`src/clc_pkg.sv`:
```
// shared types and constants for the causal linear convolution block
`timescale 1ns / 1ps
`default_nettype none

package clc_pkg;

  // frame length after reset, clamped to the memory depth where that is smaller
  localparam int unsigned DEFAULT_LENGTH = 16;

  typedef enum logic [3:0] {
    S_IDLE  = 4'b0001,
    S_MAC   = 4'b0010,
    S_DRAIN = 4'b0100,
    S_DONE  = 4'b1000
  } clc_state_e;

  typedef struct packed {
    logic start;     // take the input word, write both sample memories
    logic issue;     // read one tap pair into the multiply-accumulate
    logic load_out;  // move the finished sum into the output register
  } clc_cmd_t;

  typedef struct packed {
    logic k_at_pos;   // this issue reads the last tap pair
    logic pipe_busy;  // taps still in flight through read and multiply
    logic out_free;   // output register empty or being taken
  } clc_status_t;

endpackage

`default_nettype wire

```
`src/clc_controller.sv`:
```
// sequencing state machine: accept, tap loop, drain, hand-off to output
`timescale 1ns / 1ps
`default_nettype none

module clc_controller (
  input  wire logic                 clk_i,
  input  wire logic                 rst_ni,
  input  wire logic                 s_valid_i,
  output logic                      s_ready_o,
  output clc_pkg::clc_cmd_t         cmd_o,
  input  wire clc_pkg::clc_status_t status_i
);

  import clc_pkg::*;

  clc_state_e state_q, state_d;

  always_comb begin
    state_d   = state_q;
    cmd_o     = '0;
    s_ready_o = 1'b0;
    case (state_q)
      S_IDLE: begin
        s_ready_o = 1'b1;
        if (s_valid_i) begin
          cmd_o.start = 1'b1;
          state_d     = S_MAC;
        end
      end
      S_MAC: begin
        cmd_o.issue = 1'b1;
        if (status_i.k_at_pos) begin
          state_d = S_DRAIN;
        end
      end
      S_DRAIN: begin
        if (!status_i.pipe_busy) begin
          state_d = S_DONE;
        end
      end
      S_DONE: begin
        if (status_i.out_free) begin
          cmd_o.load_out = 1'b1;
          state_d        = S_IDLE;
        end
      end
      default: begin
        state_d = S_IDLE;
      end
    endcase
  end

  always_ff @(posedge clk_i or negedge rst_ni) begin
    if (!rst_ni) begin
      state_q <= S_IDLE;
    end else begin
      state_q <= state_d;
    end
  end

endmodule

`default_nettype wire

```
`config.mk`:
```
export PLATFORM = sky130hd
export DESIGN_NAME = clc_controller
export DESIGN_NICKNAME = d
export VERILOG_FILES = /design/src/clc_pkg.sv /design/src/clc_controller.sv
export SDC_FILE = /design/constraint.sdc
export NUM_CORES = 1
export LEC_CHECK = 0
export BUFFER_PORTS_ARGS = -buffer_cell sky130_fd_sc_hd__buf_2
export CAP_MARGIN = 25
export CORE_AREA = 2 2 39 41
export CTS_BUF_LIST = sky130_fd_sc_hd__clkbuf_16
export CTS_CLUSTER_SIZE = 8
export DETAILED_ROUTE_END_ITERATION = 10
export DIE_AREA = 0 0 41 43
export PLACE_DENSITY = 0.48
export REMOVE_ABC_BUFFERS = 1
export SLEW_MARGIN = 20
export SYNTH_ARGS = -nofsm -noshare
export SYNTH_HDL_FRONTEND = slang
export SYNTH_SLANG_ARGS = --single-unit
```
`constraint.sdc`:
```
create_clock -name clk_i -period 3.3 [get_ports clk_i]
set_clock_uncertainty 0.2 [all_clocks]
set_input_delay 0.33 -clock clk_i [delete_from_list [all_inputs] [get_ports clk_i]]
set_output_delay 0.33 -clock clk_i [all_outputs]
set_load 0.01 [all_outputs]
```
### Word-level counts from Yosys, hierarchy flattened

Cells that the tools add are included.

| word-level totals | value |
|---|---|
| bits of input ports | 6 |
| bits in registers | 4 |
| word-level logic and storage cells | 21 |
| output and inout bits | 4 |

| operators by class | value |
|---|---|
| equal/unequal tests | 8 |
| mux-type cells | 11 |
| reductions and logical operators | 1 |

Operator list:

| kind | count |
|---|---|
| 2-to-1 mux 4 bit | 4 |
| case mux 4 bit (4 select lines) | 1 |
| inequality test 2 bit (second input constant) | 4 |
| 2-to-1 mux 1 bit | 6 |
| equality test 4 x 1 -> 1 bit (second input constant) | 1 |
| equality test 4 x 2 -> 1 bit (second input constant) | 1 |
| equality test 4 x 3 -> 1 bit (second input constant) | 1 |
| equality test 4 bit (second input constant) | 1 |
| AND reduction 4 bit | 1 |

### Logic depth before layout (Yosys ltp)

Gate-level depths: netlist of the first run.

| logic depth | value |
|---|---|
| depth after elaboration | 3 |
| mapped depth | 4 |
| mapped depth without buffers | 3 |

### Worst setup path before layout of the first run

No wires, ideal clock.

| timing | value |
|---|---|
| path kind | flip-flop to output port |
| start point | register state_q[2] |
| end point | output port cmd_o[2] (netlist bit) |
| required time | 2.770 ns |
| arrival | 1.397 ns |
| cell stages (with the launch flop) | 4 |
| path buffers | 1 |
| setup slack | 1.373 ns |
| path through | dfrtp_1 clkbuf_1 nor4b_1 and2_1 |

RTL lines:

| element | RTL line | text |
|---|---|---|
| start, declared | clc_controller.sv:16 | `clc_state_e state_q, state_d;` |
| start signal, assigned | clc_controller.sv:57 | `state_q <= state_d;` |
| end, declared | clc_controller.sv:10 | `output clc_pkg::clc_cmd_t cmd_o,` |

==> results of run 1 <==
==> per-layer routing <==
| layer | track usage | vias up | wire, um |
|---|---|---|---|
| met4 | 0.0600 | 0 | 18 |
| met5 | 0 | - | 0 |
| li1 | - | 150 | - |
| met1 | 0.0874 | 136 | 292 |
| met2 | 0.134 | 9 | 332 |
| met3 | 0.0471 | 3 | 51 |
==> synthesized netlist by cell type <==
master,n
o21ai_0,2
buf_2,1
a21oi_1,1
dfrtp_1,3
nor2_1,2
clkbuf_1,3
a31oi_1,1
nor4b_1,2
a211o_1,1
and2_1,1
nor3b_1,3
nor3_1,3
dfstp_2,1
a211oi_1,1
o211ai_1,1
a32o_1,1
and3b_1,1
nand3b_1,3
xor2_1,1
inv_1,3
or3b_1,1
==> metrics by stage <==
stage	setup WS, ns	instance area [um^2]	power (W)	cells
after floorplan	1.34	285	0.000194	32
after global placement	1.48	350	0.000239	57
after detailed placement	1.45	350	0.000237	57
after CTS	1.22	439	0.000437	62
after global routing	1.15	439	0.000456	62
final	1.21	439	0.000430	62
==> path summary, 6_finish.rpt <==
| kind | endpoint | slack [ns] | cells after the start |
|---|---|---|---|
| setup / recovery | cmd_o[2] | 1.21 | 3 |
| hold / removal | state_q[2]$_DFFE_PN0P_ | 0.20 | 3 |
| setup reg to reg | state_q[0]$_DFFE_PN1P_ | 1.58 | 3 |
| hold reg to reg | state_q[2]$_DFFE_PN0P_ | 0.44 | 1 |
| max in group asynchronous | state_q[0]$_DFFE_PN1P_ | 2.46 | 2 |
| min in group asynchronous | state_q[1]$_DFFE_PN0P_ | 0.24 | 2 |
==> area by class of cell <==
type,instances,area (um^2),area share
Clock buffer,3,75.1,0.171
Clock inverter,1,3.75,0.00855
Inverter,3,11.3,0.0256
Timing Repair Buffer,10,55.1,0.125
Multi-Input combinational cell,25,173,0.393
Tap cell,16,20.0,0.0456
Sequential cell,4,101,0.231
==> cell usage in the layout (no fill, tap or decap) <==
cell type      netlist  routed
nand3b_1             3       3
a211oi_1             1       1
dfstp_2              1       1
and3b_1              1       1
nor4b_1              2       2
or3b_1               1       1
inv_1                3       4
nor2_1               2       2
and2_1               1       1
dlygate4sd3_1        0       1
a32o_1               1       1
o211ai_1             1       1
nor3_1               3       3
a21oi_1              1       1
nor3b_1              3       3
o21ai_0              2       2
buf_2                1       9
a211o_1              1       1
a31oi_1              1       1
clkbuf_16            0       3
dfrtp_1              3       3
xor2_1               1       1
==> cells by family after synthesis <==
logic type,count (synthesis),share of synthesized area
and+or+nand+nor,16,0.361
xor gates and xnor gates,1,0.0291
DFF,4,0.336
AOI/OAI and AO/OA,8,0.183
buffers and inverters,7,0.0913
==> what timing repair did <==
action	4_1_cts	5_1_grt
resized for setup	0	0
endpoints found under the hold margin	4	0
hold buffers	1	0
==> power groups by stage <==
| stage | Combinational (W) | Clock (W) | Sequential, W |
|---|---|---|---|
| 3_3_place_gp | 0.000119 | 0 | 0.000120 |
| 4_1_cts | 0.000120 | 0.000198 | 0.000118 |
| 5_1_grt | 0.000130 | 0.000203 | 0.000124 |
| 2_1_floorplan | 0.0000894 | 0 | 0.000105 |
| 3_5_place_dp | 0.000118 | 0 | 0.000119 |
| 6_report | 0.000118 | 0.000193 | 0.000119 |
==> critical path, stage by stage, from the launching register on <==
cell	delay [ns]
dfstp_2	0.63
nor4b_1	0.40
and2_1	0.18
buf_2	0.12
==> flow_summary.toml, run 1 <==
[outcome]
status = "completed"

[synthesis]
synth_cells = 36
synth_cell_types = 21
synth_warnings = 0
synth_seq_cells = 4
avgSynthCellArea_um2 = 8.38
synth_area_um2 = 302
synth.area.top_cells = "dfrtp_1 25%, dfstp_2 8.7%, nand3b_1 7.5%"
yosysTopAreaCellShare = 0.249
yosysSeqAreaShare = 0.336
yosys.area.top_type = "dfrtp_1"

[final_layout]
top_register = "state_q"
reg_top3 = "state_q: 4 flops"
area_growth_pct = 45.6
fillCellCount = 155
drive_gt1_frac = 0.283
layout.nets = 53
num_antenna_cells = 0
fin_util = 0.317
largest_reg_flops = 4

[sta]
drv_slew = 0
hold_ws_ns = 0.203
setup_viol = 0
slew_headroom = 0.703
fmax_mhz = 479
fin_crit_sh = 0.632
rsz0062_at_grt = "false"
fin_crit_ns = 2.09
tightest_slew_ns = 0.439
hold_viol_final = 0
finalSetupTns_ns = 0

[clock_tree]
clkLatencyLatePin_ns = 0.23
cts-root-buf = "clkbuf_16"
tritoncts = "yes"
clock_sinks = 4
htreeDepth = 1
post_cts_buffers = 0
cts_buffers = 3
clockBufferDepth = 2
clk_pin_slew_ns = 0.03

[floorplan]
initial_core_util = 0.218
die_h_um = 43
ios = 10
rows = 14
design.die.area_um2 = 1760
die_w_um = 41
coreArea_um2 = 1380

[critical_path]
crit_start = "state_q[0]$_DFFE_PN1P_"
path_max_fanout = 12
path_class = "flip-flop to output port"
crit_required_ns = 2.77
start_kind = "flip-flop"
timing.rr.start = "state_q[1]$_DFFE_PN0P_"
worstPathArrival_ns = 1.56
cp-end-kind = "output port"

[run]
max_cap_viol_count = 0

[place]
port_buffers = 9
gp_congestion = 0.639
hpwl_um = 443

[global_routing]
grt_max_degree = 13
globalRouteOverflowTotal = 0
grt_antenna_before_repair = 0
grt.total_usage = 0.0885
grt_pass1_wl_mm = 1.00
grt_pass1_vias = 256

[pwr]
p_switching_w = 0.000132
swShare = 0.307
p_per_area_nw_per_um2 = 979
pwr-share-comb = 0.274
p_clk_frac = 0.449
leakage_nw = 0.193
p_int_w = 0.000298
ir_drop_uv = 255
seqPwrFrac = 0.277

[drt]
ant_nets = 0
wl_um = 694
drt_pass1_iterations = 2
vias = 298
drc = 0
first_iter_violations = 3
vias_per_cell = 4.81
wire_per_inst_um = 11.2

[worst_hold_path]
min_path_type = "primary input to flip-flop"
holdCritStartpoint = "status_i[2]"
(Power assumes the default switching activity.)
==> inputs of run 2 (changes only) <==
--- a/config.mk
+++ b/config.mk
@@ -5,6 +5,7 @@
 export SDC_FILE = /design/constraint.sdc
 export NUM_CORES = 1
 export LEC_CHECK = 0
+export ABC_AREA = 1
 export BUFFER_PORTS_ARGS = -buffer_cell sky130_fd_sc_hd__buf_2
 export CAP_MARGIN = 25
 export CORE_AREA = 2 2 39 41
@@ -12,7 +13,7 @@
 export CTS_CLUSTER_SIZE = 8
 export DETAILED_ROUTE_END_ITERATION = 10
 export DIE_AREA = 0 0 41 43
-export PLACE_DENSITY = 0.48
+export PLACE_DENSITY = 0.46
 export REMOVE_ABC_BUFFERS = 1
 export SLEW_MARGIN = 20
 export SYNTH_ARGS = -nofsm -noshare
==> constraint.sdc (replaced) <==
create_clock -name clk_i -period 1.75 [get_ports clk_i]
set_clock_uncertainty 0.2 [all_clocks]
set_input_delay 0.175 -clock clk_i [delete_from_list [all_inputs] [get_ports clk_i]]
set_output_delay 0.175 -clock clk_i [all_outputs]
set_load 0.01 [all_outputs]
==> run 2 against run 1 <==
  * Cell area shrank 6.3%
  * Clock power grew 88%
  * Count of clock-buffer cells in the layout stayed put
  * Area after synthesis is 15% lower
  * Sequential power increased by 43%
  * Final cell count rose by 16%
  * Register-to-register slack got worse by 1.2 ns
  * Die area is the same
  * Combinational power rose by 130%
  * Synthesized cell count increased by 17%
  * Sequential share of layout area up 1.5 points
  * Non-clock buffer count unchanged
  * Largest cell class unchanged
==> flow_summary.toml, run 2 <==
[outcome]
status = "completed"

[critical_path]
r2r_cells = 7
path_depth = 5
crit_start = "state_q[0]$_DFFE_PN1P_"
critPathCapture = "cmd_o[2]"
crit_required_ns = 1.37
critPathTopFamily = "flip-flops"
worstPathArrival_ns = 1.24
crit_chain = "inv_1 -> nor2_1 -> nand2_1 -> nor2_1 -> buf_2"
max_stage_delay_ns = 0.54
timing.rr.start = "state_q[0]$_DFFE_PN1P_"
path_max_fanout = 3
slowest_stage = "dfstp_2"
r2r-end = "state_q[2]$_DFFE_PN0P_"
crit_top_cell = "nor2_1"
critical_path_buf_inv_count = 2
cp-end-kind = "output port"
path_class = "flip-flop to output port"
start_kind = "flip-flop"
r2r_slack_ns = 0.38

[worst_hold_path]
min_path_type = "primary input to flip-flop"
holdCritStartpoint = "status_i[1]"

[final_layout]
fin_util = 0.297
num_antenna_cells = 0
final_common_cell = "nand2_1"
reg_top3 = "state_q: 4 flops"
stdcell_area_um2 = 412
largest_reg_flops = 4
final_cell_mix = "13 x nand2_1, 11 x inv_1, 9 x buf_2, 7 x nor2_1, 4 x nand3_1"
multi_input_area_um2 = 119
fillCellCount = 156
register_area_um2 = 101
area_growth_pct = 59.7
top_register = "state_q"
drive_gt1_frac = 0.286
layout.nets = 63

[global_routing]
grt_pass1_wl_mm = 1.08
grt.total_usage = 0.0990
grt_max_degree = 5
grt_pass1_vias = 261
grt_antenna_before_repair = 0
globalRouteOverflowTotal = 0

[synthesis]
synth_cell_types = 8
synth_area_um2 = 258
synth_edf_count = 0
synth_seq_cells = 4
synth.area.top_cells = "dfrtp_1 29%, nand2_1 19%, inv_1 15%"
yosys.area.top_type = "dfrtp_1"
yosysSeqAreaShare = 0.393
yosysTopAreaCellShare = 0.291
synth_cells = 42
async_reset_ff_frac = 1.00
synth_commonest_cells = "13 x nand2_1, 10 x inv_1, 7 x nor2_1"
avgSynthCellArea_um2 = 6.14
synth.most_common_cell = "nand2_1"
synth_ff_type = "dfrtp_1"
synth_warnings = 0

[drt]
wl_um = 577
first_iter_violations = 5
wire_per_inst_um = 8.01
drt_pass1_iterations = 3
vias_per_cell = 3.76
ant_nets = 0
drc = 0
vias = 271

[clock_tree]
cts-root-buf = "clkbuf_16"
clockBufferDepth = 2
clk_pin_slew_ns = 0.03
htreeDepth = 1
cts_buffers = 3
clock_sinks = 4
clkLatencyLatePin_ns = 0.23
tritoncts = "yes"

[pwr]
ir_drop_uv = 556
p_int_w = 0.000531
seqPwrFrac = 0.212
leakage_nw = 0.266
swShare = 0.337
p_switching_w = 0.000270
p_per_area_nw_per_um2 = 1950
p_clk_frac = 0.453
pwr-share-comb = 0.335

[place]
dpl_cell_area_um2 = 323
gp_congestion = 0.698
hpwl_um = 471
port_buffers = 9
dp_worst_setup_slack_ns = 0.366

[sta]
hold_ws_ns = 0.0147
rsz0062_at_grt = "false"
fmax_mhz = 618
setup_viol = 0
fin_crit_sh = 0.924
finalSetupTns_ns = 0
slew_headroom = 0.886
layout_setup_ws_ns = 0.132
fin_crit_ns = 1.62
drv_slew = 0
hold_viol_final = 0
tightest_slew_ns = 0.171

[floorplan]
initial_core_util = 0.186
ios = 10
rows = 14
die_w_um = 41
design.die.area_um2 = 1760
coreArea_um2 = 1380
die_h_um = 43

[run]
max_cap_viol_count = 0
run 2: power by group through the flow:
stage	logic, W	registers, W	clock network, W
2_1_floorplan	0.000197	0.000164	0
3_3_place_gp	0.000272	0.000167	0
3_5_place_dp	0.000271	0.000170	0
4_1_cts	0.000275	0.000170	0.000366
5_1_grt	0.000321	0.000175	0.000377
6_report	0.000268	0.000170	0.000363
run 2: worst reg2reg max path, cell delays in order, from the launching register on:
cell     delay, ns
dfstp_2       0.54
inv_1         0.04
nor2_1        0.13
nand3_1       0.11
nand2_1       0.09
nor2_2        0.05
nand2_1       0.06
nand2_1       0.05
run 2: layer usage:
metal / global-route usage / part of all wire
met3: 0.0471 / 0.024
met4: 0.100 / 0
met1: 0.128 / 0.49
met2: 0.109 / 0.48
met5: 0 / 0
run 2: layout make-up:
class / instances / share of cell area
clock inverters: 1 / 0.00912
clock buffers: 3 / 0.182
repair buffers: 10 / 0.134
inverters: 10 / 0.0912
well taps: 16 / 0.0486
multi-input cells: 28 / 0.289
flip-flops and latches: 4 / 0.246
run 2: kinds of logic after synthesis:
group,Yosys count,share of synthesized area
AND/OR/NAND/NOR,27,0.442
buffers and inverters,10,0.146
flip-flops,4,0.393
AO/OA/AOI/OAI,1,0.0194
run 2: what timing repair did:
action | 4_1_cts | 5_1_grt
resized for setup | 0 | 0
setup buffers | 0 | 0
setup endpoints to repair | 0 | 0
hold buffers | 1 | 0
hold endpoints to repair | 4 | 0
run 2: how the worst min path moves through the flow:
stage	end	slack, ns	cells past startpoint
after detailed placement	state_q[3]$_DFFE_PN0P_	-0.22	1
final	state_q[2]$_DFFE_PN0P_	0.01	3
after global routing	state_q[2]$_DFFE_PN0P_	0.05	3
after CTS	state_q[2]$_DFFE_PN0P_	0.02	3
after floorplan	state_q[1]$_DFFE_PN0P_	-0.32	0
after global placement	state_q[3]$_DFFE_PN0P_	-0.22	1
run 2: through the flow:
step           power [W]  cells
3_3_place_gp    0.000439     67
5_1_grt         0.000874     72
6_report        0.000801     72
4_1_cts         0.000811     72
3_5_place_dp    0.000441     67
2_1_floorplan   0.000361     42
==> inputs of run 3 (changes only) <==
--- a/config.mk
+++ b/config.mk
@@ -6,14 +6,14 @@
 export NUM_CORES = 1
 export LEC_CHECK = 0
 export ABC_AREA = 1
-export BUFFER_PORTS_ARGS = -buffer_cell sky130_fd_sc_hd__buf_2
 export CAP_MARGIN = 25
 export CORE_AREA = 2 2 39 41
 export CTS_BUF_LIST = sky130_fd_sc_hd__clkbuf_16
 export CTS_CLUSTER_SIZE = 8
 export DETAILED_ROUTE_END_ITERATION = 10
 export DIE_AREA = 0 0 41 43
-export PLACE_DENSITY = 0.46
+export DONT_BUFFER_PORTS = 1
+export PLACE_DENSITY = 0.39
 export REMOVE_ABC_BUFFERS = 1
 export SLEW_MARGIN = 20
 export SYNTH_ARGS = -nofsm -noshare
==> run 3 against run 2 <==
  * Setup slack improved by 0.052 ns
  * Flip-flop and latch count unchanged
  * Register-to-register slack improved by 0.02 ns
  * Critical endpoint unchanged
==> flow_summary.toml, run 3 (synthesized netlist as in run 2, its figures left out) <==
[run]
max_cap_viol_count = 0

[critical_path]
timing.rr.start = "state_q[0]$_DFFE_PN1P_"
crit_required_ns = 1.37
crit_chain = "inv_1 -> nor2_1 -> nand2_1 -> nor2_1"
r2r_slack_ns = 0.40
r2r-end = "state_q[0]$_DFFE_PN1P_"
path_class = "flip-flop to output port"
start_kind = "flip-flop"
crit_start = "state_q[0]$_DFFE_PN1P_"
critPathTopFamily = "flip-flops"
slowest_stage = "dfstp_2"
max_stage_delay_ns = 0.53
path_max_fanout = 3
cp-end-kind = "output port"
crit_top_cell = "nor2_1"
worstPathArrival_ns = 1.19
r2r_cells = 7
critical_path_buf_inv_count = 1

[clock_tree]
cts.repair.resized = 0
cts_hold_buf = 4
post_cts_buffers = 0
clockBufferDepth = 2
tritoncts = "yes"
htreeDepth = 1
clk_pin_slew_ns = 0.03
clkLatencyLatePin_ns = 0.22
clock_sinks = 4
cts-root-buf = "clkbuf_16"
cts_buffers = 3

[worst_hold_path]
min_path_cells = 3
holdPathEnd = "state_q[1]$_DFFE_PN0P_"
holdCritStartpoint = "status_i[2]"
min_path_type = "primary input to flip-flop"

[global_routing]
grt_antenna_before_repair = 0
grt_pass1_vias = 268
grt_pass1_wl_um = 972
grt_max_degree = 5
grt.total_usage = 0.0856
globalRouteOverflowTotal = 0

[place]
gp_congestion = 0.706
hpwl_um = 480
port_buffers = 0

[sta]
fin_crit_sh = 0.895
finalSetupTns_ns = 0
tightest_slew_ns = 0.210
rsz0062_at_grt = "false"
setup_viol = 0
hold_ws_ns = 0.00279
drv_slew = 0
hold_viol_final = 0
fin_crit_ns = 1.57
fmax_mhz = 639
slew_headroom = 0.860

[final_layout]
largest_reg_flops = 4
final_cell_mix = "13 x nand2_1, 11 x inv_1, 7 x nor2_1, 4 x nand3_1, 4 x dlygate4sd3_1"
final_common_cell = "nand2_1"
num_antenna_cells = 0
reg_top3 = "state_q: 4 flops"
top_register = "state_q"
area_growth_pct = 53.9
fillCellCount = 168
layout.nets = 57
drive_gt1_frac = 0.140

[floorplan]
coreArea_um2 = 1380
initial_core_util = 0.186
die_h_um = 43
ios = 10
design.die.area_um2 = 1760
die_w_um = 41
rows = 14

[pwr]
pwr-share-comb = 0.312
ir_drop_uv = 393
p_clk_frac = 0.468
p_switching_w = 0.000263
p_per_area_nw_per_um2 = 1940
swShare = 0.341
seqPwrFrac = 0.219
total_power_w = 0.000771
p_int_w = 0.000508
leakage_nw = 0.239

[outcome]
status = "completed"

[drt]
drt_pass1_iterations = 1
first_iter_violations = 0
wl_um = 603
wire_per_inst_um = 9.14
vias = 242
ant_nets = 0
drc = 0
vias_per_cell = 3.67
[run 3: worst max path at each step]
stage / endpoint / slack [ns] / cells after the start
detailed placement: state_q[0]$_DFFE_PN1P_ / 0.40 / 7
global route: cmd_o[2] / 0.12 / 4
floorplan: cmd_o[2] / 0.46 / 4
finish: cmd_o[2] / 0.18 / 4
CTS: cmd_o[2] / 0.17 / 4
global placement: state_q[3]$_DFFE_PN0P_ / 0.39 / 7
[run 3: power by group through the flow]
stage / sequential, W / clock, W / combinational, W
finish: 0.000169 / 0.000361 / 0.000241
global route: 0.000174 / 0.000375 / 0.000276
CTS: 0.000170 / 0.000366 / 0.000245
detailed placement: 0.000171 / 0 / 0.000235
global placement: 0.000169 / 0 / 0.000239
floorplan: 0.000164 / 0 / 0.000197
[run 3: area by class of cell]
cell class | instances | area (um^2) | area share
timing repair buffer | 4 | 40.0 | 0.101
clock inverter | 1 | 3.75 | 0.00946
multi-input combinational | 28 | 119 | 0.300
tap | 16 | 20.0 | 0.0505
clock buffer | 3 | 75.1 | 0.189
inverter | 10 | 37.5 | 0.0946
sequential | 4 | 101 | 0.256
[run 3: per-layer routing]
layer	part of all wire	wire length, um	GRT usage
met4	0	0	0.0600
met1	0.42	253	0.0844
met3	0.086	52	0.0576
met5	0	0	0
met2	0.49	297	0.122
[run 3: worst register-to-register path, stage by stage, from the launching register on]
cell,delay (ns)
dfstp_2,0.53
inv_1,0.04
nor2_1,0.11
nand2_1,0.10
inv_1,0.13
nor2_1,0.06
nand2_1,0.06
nand2_1,0.04
[run 3: metrics by stage]
| step | instances | utilization | setup slack (ns) | area [um^2] |
|---|---|---|---|---|
| 6_report | 66 | 0.287 | 0.184 | 397 |
| 5_1_grt | 66 | 0.287 | 0.117 | 397 |
| 4_1_cts | 66 | 0.287 | 0.170 | 397 |
| 3_5_place_dp | 58 | 0.201 | 0.396 | 278 |
| 3_3_place_gp | 58 | 0.201 | 0.388 | 278 |
| 2_1_floorplan | 42 | - | 0.464 | 258 |
